[config.mk]
export PLATFORM = sky130hd
export DESIGN_NAME = morse_character_keyer
export DESIGN_NICKNAME = d
export VERILOG_FILES = /design/src/rtl/mck_pkg.sv /design/src/rtl/mck_front.sv /design/src/rtl/mck_queue.sv /design/src/rtl/mck_back.sv /design/src/rtl/morse_character_keyer.sv
export SDC_FILE = /design/constraint.sdc
export NUM_CORES = 1
export LEC_CHECK = 0
export ABC_AREA = 1
export BUFFER_PORTS_ARGS = -buffer_cell sky130_fd_sc_hd__buf_2
export CAP_MARGIN = 30
export CORE_MARGIN = 8
export CORE_UTILIZATION = 42
export CTS_CLUSTER_DIAMETER = 200
export DETAILED_ROUTE_END_ITERATION = 7
export PLACE_DENSITY = 0.65
export SLEW_MARGIN = 30
export SYNTH_ARGS = -nofsm -noshare
export SYNTH_HDL_FRONTEND = slang
export SYNTH_SLANG_ARGS = --single-unit
export TNS_END_PERCENT = 1
[constraint.sdc]
create_clock -name aclk -period 2.5 [get_ports aclk]
set_input_delay 0.25 -clock aclk [delete_from_list [all_inputs] [get_ports aclk]]
set_output_delay 0.25 -clock aclk [all_outputs]
set_load 0.005 [all_outputs]
[src/rtl/mck_pkg.sv]
// ----------------------------------------------------------------------------
// mck_pkg
// Shared types, register codes and the character-to-pattern table of the
// Morse character keyer.
// ----------------------------------------------------------------------------
package mck_pkg;

    // Widest pattern in the table (digits carry five elements)
    localparam int MCK_MAX_ELEMENTS = 5;
    localparam int MCK_ELEM_CNT_W   = $clog2(MCK_MAX_ELEMENTS + 1);
    localparam int MCK_DUR_W        = 4;
    localparam int MCK_CODE_W       = 8;
    localparam int MCK_CFG_ADDR_W   = 3;
    localparam int MCK_QUEUE_DEPTH  = 2;
    // Interval counter covers 2 * elements + 1 intervals
    localparam int MCK_STEP_W       = $clog2(2 * MCK_MAX_ELEMENTS + 1);
    localparam int MCK_OUT_DATA_W   = 8;

    // Character byte boundaries
    localparam logic [MCK_CODE_W-1:0] RAW_MAX     = 8'h0F;
    localparam logic [MCK_CODE_W-1:0] ASCII_ZERO  = 8'h30;
    localparam logic [MCK_CODE_W-1:0] ASCII_NINE  = 8'h39;
    localparam logic [MCK_CODE_W-1:0] UPPER_A     = 8'h41;
    localparam logic [MCK_CODE_W-1:0] UPPER_Z     = 8'h5A;
    localparam logic [MCK_CODE_W-1:0] LOWER_A     = 8'h61;
    localparam logic [MCK_CODE_W-1:0] LOWER_Z     = 8'h7A;
    localparam logic [MCK_CODE_W-1:0] LETTER_BASE = 8'd10;

    // Input kinds
    localparam logic KIND_CHAR = 1'b0;
    localparam logic KIND_WORD = 1'b1;

    // Register indexes
    typedef enum logic [MCK_CFG_ADDR_W-1:0] {
        REG_DIT        = 3'd0,
        REG_DAH        = 3'd1,
        REG_ELEM_GAP   = 3'd2,
        REG_CHAR_SPACE = 3'd3,
        REG_WORD_SPACE = 3'd4
    } cfg_idx_t;

    // Register file contents
    typedef struct packed {
        logic [MCK_DUR_W-1:0] dit;
        logic [MCK_DUR_W-1:0] dah;
        logic [MCK_DUR_W-1:0] elem_gap;
        logic [MCK_DUR_W-1:0] char_space;
        logic [MCK_DUR_W-1:0] word_gap;
    } cfg_t;

    // Pattern: bit i is element i, 1 = dah
    typedef struct packed {
        logic                        hit;
        logic [MCK_ELEM_CNT_W-1:0]   n_elem;
        logic [MCK_MAX_ELEMENTS-1:0] pat;
    } lookup_t;

    // Queue entry between front and back
    typedef struct packed {
        logic                        word;
        logic [MCK_ELEM_CNT_W-1:0]   n_elem;
        logic [MCK_MAX_ELEMENTS-1:0] pat;
    } cmd_t;

    // Map a byte to its pattern; hit is low for unmapped bytes
    function automatic lookup_t morse_lookup(input logic [MCK_CODE_W-1:0] code);
        lookup_t               r;
        logic [MCK_CODE_W-1:0] idx;
        r   = '0;
        idx = '0;
        if (code <= RAW_MAX) begin
            idx   = code;
            r.hit = 1'b1;
        end else if (code >= ASCII_ZERO && code <= ASCII_NINE) begin
            idx   = code - ASCII_ZERO;
            r.hit = 1'b1;
        end else if (code >= UPPER_A && code <= UPPER_Z) begin
            idx   = code - UPPER_A + LETTER_BASE;
            r.hit = 1'b1;
        end else if (code >= LOWER_A && code <= LOWER_Z) begin
            idx   = code - LOWER_A + LETTER_BASE;
            r.hit = 1'b1;
        end
        case (idx[5:0])
            6'd0:  {r.n_elem, r.pat} = {3'd5, 5'b11111};
            6'd1:  {r.n_elem, r.pat} = {3'd5, 5'b11110};
            6'd2:  {r.n_elem, r.pat} = {3'd5, 5'b11100};
            6'd3:  {r.n_elem, r.pat} = {3'd5, 5'b11000};
            6'd4:  {r.n_elem, r.pat} = {3'd5, 5'b10000};
            6'd5:  {r.n_elem, r.pat} = {3'd5, 5'b00000};
            6'd6:  {r.n_elem, r.pat} = {3'd5, 5'b00001};
            6'd7:  {r.n_elem, r.pat} = {3'd5, 5'b00011};
            6'd8:  {r.n_elem, r.pat} = {3'd5, 5'b00111};
            6'd9:  {r.n_elem, r.pat} = {3'd5, 5'b01111};
            6'd10: {r.n_elem, r.pat} = {3'd2, 5'b00010}; // A
            6'd11: {r.n_elem, r.pat} = {3'd4, 5'b00001}; // B
            6'd12: {r.n_elem, r.pat} = {3'd4, 5'b00101}; // C
            6'd13: {r.n_elem, r.pat} = {3'd3, 5'b00001}; // D
            6'd14: {r.n_elem, r.pat} = {3'd1, 5'b00000}; // E
            6'd15: {r.n_elem, r.pat} = {3'd4, 5'b00100}; // F
            6'd16: {r.n_elem, r.pat} = {3'd3, 5'b00011}; // G
            6'd17: {r.n_elem, r.pat} = {3'd4, 5'b00000}; // H
            6'd18: {r.n_elem, r.pat} = {3'd2, 5'b00000}; // I
            6'd19: {r.n_elem, r.pat} = {3'd4, 5'b01110}; // J
            6'd20: {r.n_elem, r.pat} = {3'd3, 5'b00101}; // K
            6'd21: {r.n_elem, r.pat} = {3'd4, 5'b00010}; // L
            6'd22: {r.n_elem, r.pat} = {3'd2, 5'b00011}; // M
            6'd23: {r.n_elem, r.pat} = {3'd2, 5'b00001}; // N
            6'd24: {r.n_elem, r.pat} = {3'd3, 5'b00111}; // O
            6'd25: {r.n_elem, r.pat} = {3'd4, 5'b00110}; // P
            6'd26: {r.n_elem, r.pat} = {3'd4, 5'b01011}; // Q
            6'd27: {r.n_elem, r.pat} = {3'd3, 5'b00010}; // R
            6'd28: {r.n_elem, r.pat} = {3'd3, 5'b00000}; // S
            6'd29: {r.n_elem, r.pat} = {3'd1, 5'b00001}; // T
            6'd30: {r.n_elem, r.pat} = {3'd3, 5'b00100}; // U
            6'd31: {r.n_elem, r.pat} = {3'd4, 5'b01000}; // V
            6'd32: {r.n_elem, r.pat} = {3'd3, 5'b00110}; // W
            6'd33: {r.n_elem, r.pat} = {3'd4, 5'b01001}; // X
            6'd34: {r.n_elem, r.pat} = {3'd4, 5'b01101}; // Y
            6'd35: {r.n_elem, r.pat} = {3'd4, 5'b00011}; // Z
            default: begin
                r = '0;
            end
        endcase
        return r;
    endfunction

endpackage

[src/rtl/mck_front.sv]
// ----------------------------------------------------------------------------
// mck_front
// Input side: takes request beats, maps characters to their patterns and
// pushes one command per mapped character or word space. Unmapped bytes
// are consumed and dropped.
// ----------------------------------------------------------------------------
module mck_front (
    input  logic                          s_tvalid,
    output logic                          s_tready,
    input  logic [mck_pkg::MCK_CODE_W-1:0] s_tdata,   // [7:0] char_code
    input  logic                          s_tuser,   // [0] kind
    input  logic                          q_full,
    output logic                          q_push,
    output mck_pkg::cmd_t                 q_wdata
);
    import mck_pkg::*;

    lookup_t lk;

    // Table lookup on the incoming byte
    assign lk = morse_lookup(s_tdata);

    assign s_tready = !q_full;

    // Build the command
    always_comb begin
        q_wdata        = '0;
        q_wdata.word   = (s_tuser == KIND_WORD);
        q_wdata.n_elem = lk.n_elem;
        q_wdata.pat    = lk.pat;
    end

    // Only word spaces and mapped characters make it into the queue
    assign q_push = s_tvalid && s_tready && ((s_tuser == KIND_WORD) || lk.hit);

endmodule

[src/rtl/mck_queue.sv]
// ----------------------------------------------------------------------------
// mck_queue
// Short command queue between the front and back ends.
// ----------------------------------------------------------------------------
module mck_queue #(
    parameter int DEPTH = mck_pkg::MCK_QUEUE_DEPTH
) (
    input  logic          aclk,
    input  logic          aresetn,
    input  logic          push,
    input  mck_pkg::cmd_t wdata,
    input  logic          pop,
    output mck_pkg::cmd_t rdata,
    output logic          full,
    output logic          empty
);
    import mck_pkg::*;

    localparam int PTR_W = (DEPTH > 1) ? $clog2(DEPTH) : 1;
    localparam int CNT_W = $clog2(DEPTH + 1);

    cmd_t             entry_reg [DEPTH];
    logic [PTR_W-1:0] wr_ptr_reg, wr_ptr_next;
    logic [PTR_W-1:0] rd_ptr_reg, rd_ptr_next;
    logic [CNT_W-1:0] count_reg, count_next;
    logic             do_push, do_pop;

    assign full    = (count_reg == CNT_W'(DEPTH));
    assign empty   = (count_reg == '0);
    assign do_push = push && !full;
    assign do_pop  = pop && !empty;
    assign rdata   = entry_reg[rd_ptr_reg];

    // Pointer and fill-count update
    always_comb begin
        wr_ptr_next = wr_ptr_reg;
        rd_ptr_next = rd_ptr_reg;
        count_next  = count_reg;
        if (do_push) begin
            wr_ptr_next = (wr_ptr_reg == PTR_W'(DEPTH - 1)) ? '0 : wr_ptr_reg + 1'b1;
        end
        if (do_pop) begin
            rd_ptr_next = (rd_ptr_reg == PTR_W'(DEPTH - 1)) ? '0 : rd_ptr_reg + 1'b1;
        end
        case ({do_push, do_pop})
            2'b10:   count_next = count_reg + 1'b1;
            2'b01:   count_next = count_reg - 1'b1;
            default: count_next = count_reg;
        endcase
    end

    always_ff @(posedge aclk) begin
        if (!aresetn) begin
            wr_ptr_reg <= '0;
            rd_ptr_reg <= '0;
            count_reg  <= '0;
        end else begin
            wr_ptr_reg <= wr_ptr_next;
            rd_ptr_reg <= rd_ptr_next;
            count_reg  <= count_next;
        end
    end

    // Entry storage, no reset needed
    always_ff @(posedge aclk) begin
        if (do_push) begin
            entry_reg[wr_ptr_reg] <= wdata;
        end
    end

endmodule

[src/rtl/mck_back.sv]
// ----------------------------------------------------------------------------
// mck_back
// Output side: takes one command at a time from the queue and steps through
// its keying intervals, one beat per cycle into the output register while not stalled.
// ----------------------------------------------------------------------------
module mck_back (
    input  logic                               aclk,
    input  logic                               aresetn,
    input  mck_pkg::cfg_t                      cfg,
    input  logic                               q_empty,
    input  mck_pkg::cmd_t                      q_rdata,
    output logic                               q_pop,
    output logic                               m_tvalid,
    input  logic                               m_tready,
    output logic [mck_pkg::MCK_OUT_DATA_W-1:0] m_tdata,  // [0] key_on, [4:1] duration
    output logic                               m_tlast   // last
);
    import mck_pkg::*;

    logic                      active_reg, active_next;
    cmd_t                      cmd_reg, cmd_next;
    logic [MCK_STEP_W-1:0]     step_reg, step_next;
    logic                      out_valid_reg, out_valid_next;
    logic                      out_key_reg, out_key_next;
    logic [MCK_DUR_W-1:0]      out_dur_reg, out_dur_next;
    logic                      out_last_reg, out_last_next;

    logic                      advance;
    logic [MCK_STEP_W-1:0]     char_end;
    logic [MCK_STEP_W-2:0]     elem_idx;
    logic                      is_dah;
    logic                      iv_key;
    logic [MCK_DUR_W-1:0]      iv_dur;
    logic                      iv_last;

    assign advance  = !out_valid_reg || m_tready;
    assign q_pop    = !active_reg && !q_empty;
    assign char_end = {cmd_reg.n_elem, 1'b0};
    assign elem_idx = step_reg[MCK_STEP_W-1:1];
    assign is_dah   = (elem_idx < (MCK_STEP_W-1)'(MCK_MAX_ELEMENTS)) ?
                      cmd_reg.pat[elem_idx] : 1'b0;

    // Current interval: element, gap after it, or the closing space
    always_comb begin
        iv_key  = 1'b0;
        iv_dur  = cfg.elem_gap;
        iv_last = 1'b0;
        if (cmd_reg.word) begin
            iv_dur  = cfg.word_gap;
            iv_last = 1'b1;
        end else if (step_reg == char_end) begin
            iv_dur  = cfg.char_space;
            iv_last = 1'b1;
        end else if (!step_reg[0]) begin
            iv_key = 1'b1;
            iv_dur = is_dah ? cfg.dah : cfg.dit;
        end
    end

    // Sequencer and output register
    always_comb begin
        active_next    = active_reg;
        cmd_next       = cmd_reg;
        step_next      = step_reg;
        out_valid_next = out_valid_reg;
        out_key_next   = out_key_reg;
        out_dur_next   = out_dur_reg;
        out_last_next  = out_last_reg;
        if (q_pop) begin
            active_next = 1'b1;
            cmd_next    = q_rdata;
            step_next   = '0;
        end
        if (advance) begin
            out_valid_next = active_reg;
            if (active_reg) begin
                out_key_next  = iv_key;
                out_dur_next  = iv_dur;
                out_last_next = iv_last;
                step_next     = step_reg + 1'b1;
                if (iv_last) begin
                    active_next = 1'b0;
                end
            end
        end
    end

    always_ff @(posedge aclk) begin
        if (!aresetn) begin
            active_reg    <= 1'b0;
            out_valid_reg <= 1'b0;
        end else begin
            active_reg    <= active_next;
            out_valid_reg <= out_valid_next;
        end
    end

    always_ff @(posedge aclk) begin
        cmd_reg      <= cmd_next;
        step_reg     <= step_next;
        out_key_reg  <= out_key_next;
        out_dur_reg  <= out_dur_next;
        out_last_reg <= out_last_next;
    end

    assign m_tvalid = out_valid_reg;
    assign m_tdata  = MCK_OUT_DATA_W'({out_dur_reg, out_key_reg});
    assign m_tlast  = out_last_reg;

endmodule

[src/rtl/morse_character_keyer.sv]
// ----------------------------------------------------------------------------
// morse_character_keyer
// Turns characters and word-space requests into Morse keying intervals.
//
//   channel | dir | fields (low bit up)
//   --------+-----+---------------------------------------------------
//   s_      | in  | tdata: char_code[7:0]; tuser: kind
//   m_      | out | tdata: key_on, duration[4:1]; tlast: last
//   cfg_    | in  | wr_en, addr[2:0] register index, wdata[3:0]
//
// The back end emits one interval per cycle while the output is not stalled; it loads
// a command, then 2n+1 intervals for a character of n elements, one for a word space.
// The front end takes a new beat every cycle while the two-entry queue has
// room, so input and output stall independently.
// Reset is synchronous, active low; it restores the default timing registers.
// ----------------------------------------------------------------------------
module morse_character_keyer #(
    parameter int QUEUE_DEPTH = mck_pkg::MCK_QUEUE_DEPTH
) (
    input  logic                                aclk,
    input  logic                                aresetn,
    input  logic                                s_tvalid,
    output logic                                s_tready,
    input  logic [mck_pkg::MCK_CODE_W-1:0]      s_tdata,   // [7:0] char_code
    input  logic                                s_tuser,   // [0] kind
    output logic                                m_tvalid,
    input  logic                                m_tready,
    output logic [mck_pkg::MCK_OUT_DATA_W-1:0]  m_tdata,   // [0] key_on, [4:1] duration
    output logic                                m_tlast,
    input  logic                                cfg_wr_en,
    input  logic [mck_pkg::MCK_CFG_ADDR_W-1:0]  cfg_addr,
    input  logic [mck_pkg::MCK_DUR_W-1:0]       cfg_wdata
);
    import mck_pkg::*;

    cfg_t cfg_reg, cfg_next;
    logic q_push, q_pop, q_full, q_empty;
    cmd_t q_wdata, q_rdata;

    // Timing registers
    always_comb begin
        cfg_next = cfg_reg;
        if (cfg_wr_en) begin
            case (cfg_addr)
                REG_DIT:        cfg_next.dit        = cfg_wdata;
                REG_DAH:        cfg_next.dah        = cfg_wdata;
                REG_ELEM_GAP:   cfg_next.elem_gap   = cfg_wdata;
                REG_CHAR_SPACE: cfg_next.char_space = cfg_wdata;
                REG_WORD_SPACE: cfg_next.word_gap   = cfg_wdata;
                default:        cfg_next            = cfg_reg;
            endcase
        end
    end

    always_ff @(posedge aclk) begin
        if (!aresetn) begin
            cfg_reg.dit        <= 4'd1;
            cfg_reg.dah        <= 4'd3;
            cfg_reg.elem_gap   <= 4'd1;
            cfg_reg.char_space <= 4'd3;
            cfg_reg.word_gap   <= 4'd7;
        end else begin
            cfg_reg <= cfg_next;
        end
    end

    mck_front u_front (
        .s_tvalid (s_tvalid),
        .s_tready (s_tready),
        .s_tdata  (s_tdata),
        .s_tuser  (s_tuser),
        .q_full   (q_full),
        .q_push   (q_push),
        .q_wdata  (q_wdata)
    );

    mck_queue #(
        .DEPTH (QUEUE_DEPTH)
    ) u_queue (
        .aclk    (aclk),
        .aresetn (aresetn),
        .push    (q_push),
        .wdata   (q_wdata),
        .pop     (q_pop),
        .rdata   (q_rdata),
        .full    (q_full),
        .empty   (q_empty)
    );

    mck_back u_back (
        .aclk     (aclk),
        .aresetn  (aresetn),
        .cfg      (cfg_reg),
        .q_empty  (q_empty),
        .q_rdata  (q_rdata),
        .q_pop    (q_pop),
        .m_tvalid (m_tvalid),
        .m_tready (m_tready),
        .m_tdata  (m_tdata),
        .m_tlast  (m_tlast)
    );

`ifndef SYNTHESIS
    // A key-on interval never closes an item
    assert property (@(posedge aclk) disable iff (!aresetn)
        m_tvalid && m_tdata[0] |-> !m_tlast)
        else $error("key-on beat marked last");

    // Every element taken is followed directly by its key-off gap
    assert property (@(posedge aclk) disable iff (!aresetn)
        m_tvalid && m_tready && m_tdata[0] |=> m_tvalid && !m_tdata[0])
        else $error("element not followed by gap");

    // The back end only pops when the queue holds a command
    assert property (@(posedge aclk) disable iff (!aresetn)
        q_pop |-> !q_empty)
        else $error("pop from empty queue");

    // A refused input beat means the queue is full
    assert property (@(posedge aclk) disable iff (!aresetn)
        !s_tready |-> q_full && !q_empty)
        else $error("input stalled with room in queue");
`endif

endmodule

==> impl_metrics.tcl <==
set metrics [dict create \
    outcome "complete, no violations" \
    vias 3399 \
    crit_arrival_ps 2510 \
    antenna_found_initial 0 \
    place_inst 661 \
    synth_edf_count 33 \
    crit_type "input port to flip-flop" \
    core_area_mm2 0.00868 \
    synth_cell_types 36 \
    rows 34 \
    period_share 0.898 \
    die_h_um 110 \
    cts_made_buffers 9 \
    relSlewSlack 0.615 \
    final_layout_size_suffix_gt1_frac 0.223 \
    cts_buffer_depth 2 \
    skew_ps 8.11 \
    worstPathRequired_ps 2770 \
    ioPinCount 32 \
    worst_pin_slew_ps 574 \
    synth_async_sr_flop_share 0 \
    cts.sink_count 63 \
    grt.total_usage 0.143 \
    cts_hold_buf 0 \
    powerDensity_mw_per_mm2 776 \
    finish.net_count 596 \
    setup_ws_ps 256 \
    globalplace.congestion 0.891 \
    die_area_mm2 0.0121 \
    power_mw 3.40 \
    cts.reportedPaths.clkPinSlew_ps 60 \
    peakVddDrop_mv 0.343 \
    netlist_instances 499 \
    final_area_mm2 0.00438 \
    postCtsSetupRepairBufs 0 \
    clk_latency_ps 340 \
    finalSetupViolations 0 \
    port_buffers 28 \
    syn_area_mm2 0.00372 \
    hpwlAfterDp_um 6400 \
    drt-total-wl_um 8340 \
    p_leak_nw 2.02 \
    place_ws_ps -103 \
    p_comb_frac 0.319 \
    synth_flop_cell "edfxtp_1" \
    fmax_mhz 446 \
    largest_reg_flops 20 \
    grt-ovfl-total 0 \
    endpoint_kind "flip-flop" \
    sw_frac_of_total 0.353 \
    cts_tree "built" \
    grt_pass1_vias 3241 \
    antennaDiodeCount 0 \
    via_per_inst 5.02 \
    p_sw_mw 1.20 \
    start_util 0.429 \
    avgSynthCellArea_um2 7.46 \
    place_area_mm2 0.00420 \
    area_growth_pct 17.7 \
    power_frac_clock 0.229 \
    hp-class "input port to flip-flop" \
    rsz0062_at_grt "no" \
    ys_seq_area_frac 0.427 \
    slew_viol_final 0 \
    route.detailed.drc 0 \
    post_cts_resize_count 0 \
    htreeDepth 3 \
    final_cell_mix "nand2_1 (125), nor2_1 (58), inv_1 (49)" \
    ys_warn_count 0 \
    drt-pass1-iter-count 5 \
    drv_cap 0 \
    grt_pass1_wl_um 14000 \
    stdcell_count 677 \
    min_period_ps 2240 \
    cp_max_fo 4 \
    grt_max_degree 26 \
    crit_path_start_kind "input port" \
    p_seq_frac 0.453 \
    root_buffer "clkbuf_8" \
    routedWlPerCell_um 12.3 \
    hold_viol 0 \
    fillers 856 \
    ant_nets 0 \
    final_common_cell "nand2_1" \
    p_int_mw 2.20 \
    die_x_um 110 \
    synth_seq_cells 63 \
    drt-initial-drc-count 176 \
]
==> final cells by class <==
| class | count | area, um^2 | area share |
|---|---|---|---|
| Clock buffer | 12 | 155 | 0.0354 |
| Clock inverter | 4 | 21.3 | 0.00485 |
| Inverter | 68 | 256 | 0.0585 |
| Multi-Input combinational cell | 359 | 1820 | 0.415 |
| Sequential cell | 63 | 1590 | 0.363 |
| Tap cell | 108 | 135 | 0.0308 |
| Timing Repair Buffer | 63 | 403 | 0.0919 |
==> synth_stat cells (2+ instances only) <==
master	instances	area share
nand2_1	126	0.13
nor2_1	59	0.059
inv_1	51	0.051
nand3_1	35	0.047
edfxtp_1	33	0.27
o21ai_0	31	0.042
dfxtp_1	30	0.16
a21oi_1	25	0.034
inv_2	14	0.014
ha_1	11	0.037
nand2_2	10	0.017
nand4_1	7	0.012
nor3_1	7	0.0094
buf_4	6	0.012
a31oi_1	5	0.0084
nand2_4	5	0.015
o21ai_1	5	0.0067
clkbuf_1	4	0.0040
nor2_2	4	0.0067
nor2_4	4	0.012
xor2_1	4	0.0094
o211ai_1	3	0.0060
o21ai_2	3	0.0071
o22ai_1	3	0.0050
clkinv_1	2	0.0020
nand3_2	2	0.0054
==> worst paths after layout <==
path / startpoint / to / slack (ps) / depth (start not counted)
worst max register to register: u_back.step_reg[2] / u_back.out_dur_reg[2] / 610 / 7
worst min register to register: cfg_reg[19] / cfg_reg[19] / 450 / 2
worst min-delay path: s_tuser / u_queue.entry_reg[1][8] / 150 / 1
worst max-delay path: s_tdata[0] / u_queue.count_reg[1] / 260 / 24
==> worst max-delay path: stages <==
cell	delay (ps)
buf_2	130
inv_2	80
ha_2	200
inv_1	40
nor2_1	80
nand2_1	80
nand2_1	70
nand2_1	50
nand3_1	110
nand2_4	90
nand2_1	70
nand2_2	70
nand2_4	70
nand2_4	40
o21bai_1	110
nand2_1	70
nand2_2	70
nand2_1	70
ha_1	290
inv_1	80
nand2_1	70
nor2_2	100
o21ai_0	80
a21oi_1	130
==> logic make-up after synthesis <==
logic type | Yosys count | share of synthesized area
AO/OA/AOI/OAI | 81 | 0.124
adder cells (fa/ha/maj) | 11 | 0.0370
XOR/XNOR | 4 | 0.00941
AND/OR/NAND/NOR | 260 | 0.313
buffers and inverters | 79 | 0.0880
other | 1 | 0.00101
flip-flops | 63 | 0.427
==> metrics by stage <==
| step | setup TNS (ps) | hold slack [ps] | utilization |
|---|---|---|---|
| 5_1_grt | 0 | 149 | 0.505 |
| 4_1_cts | 0 | 144 | 0.504 |
| 2_1_floorplan | 0 | 349 | - |
| 6_report | 0 | 154 | 0.505 |
| 3_5_place_dp | -452 | 442 | 0.484 |
| 3_3_place_gp | -437 | 438 | 0.484 |
==> metal layers <==
metal	wire [um]	track usage	up-vias
met2	4000	0.236	86
met5	0	0	-
met1	3730	0.176	1548
met4	129	0.0637	0
met3	477	0.0285	14
li1	-	-	1751
==> power by group through the flow <==
stage	combinational (mW)	sequential, mW	clock (mW)
floorplan	0.756	1.50	0
global placement	1.05	1.55	0
detailed placement	1.07	1.56	0
CTS	1.08	1.54	0.794
global route	1.23	1.56	0.843
finish	1.08	1.54	0.777
Note: power is estimated with default switching activity, not from simulation.
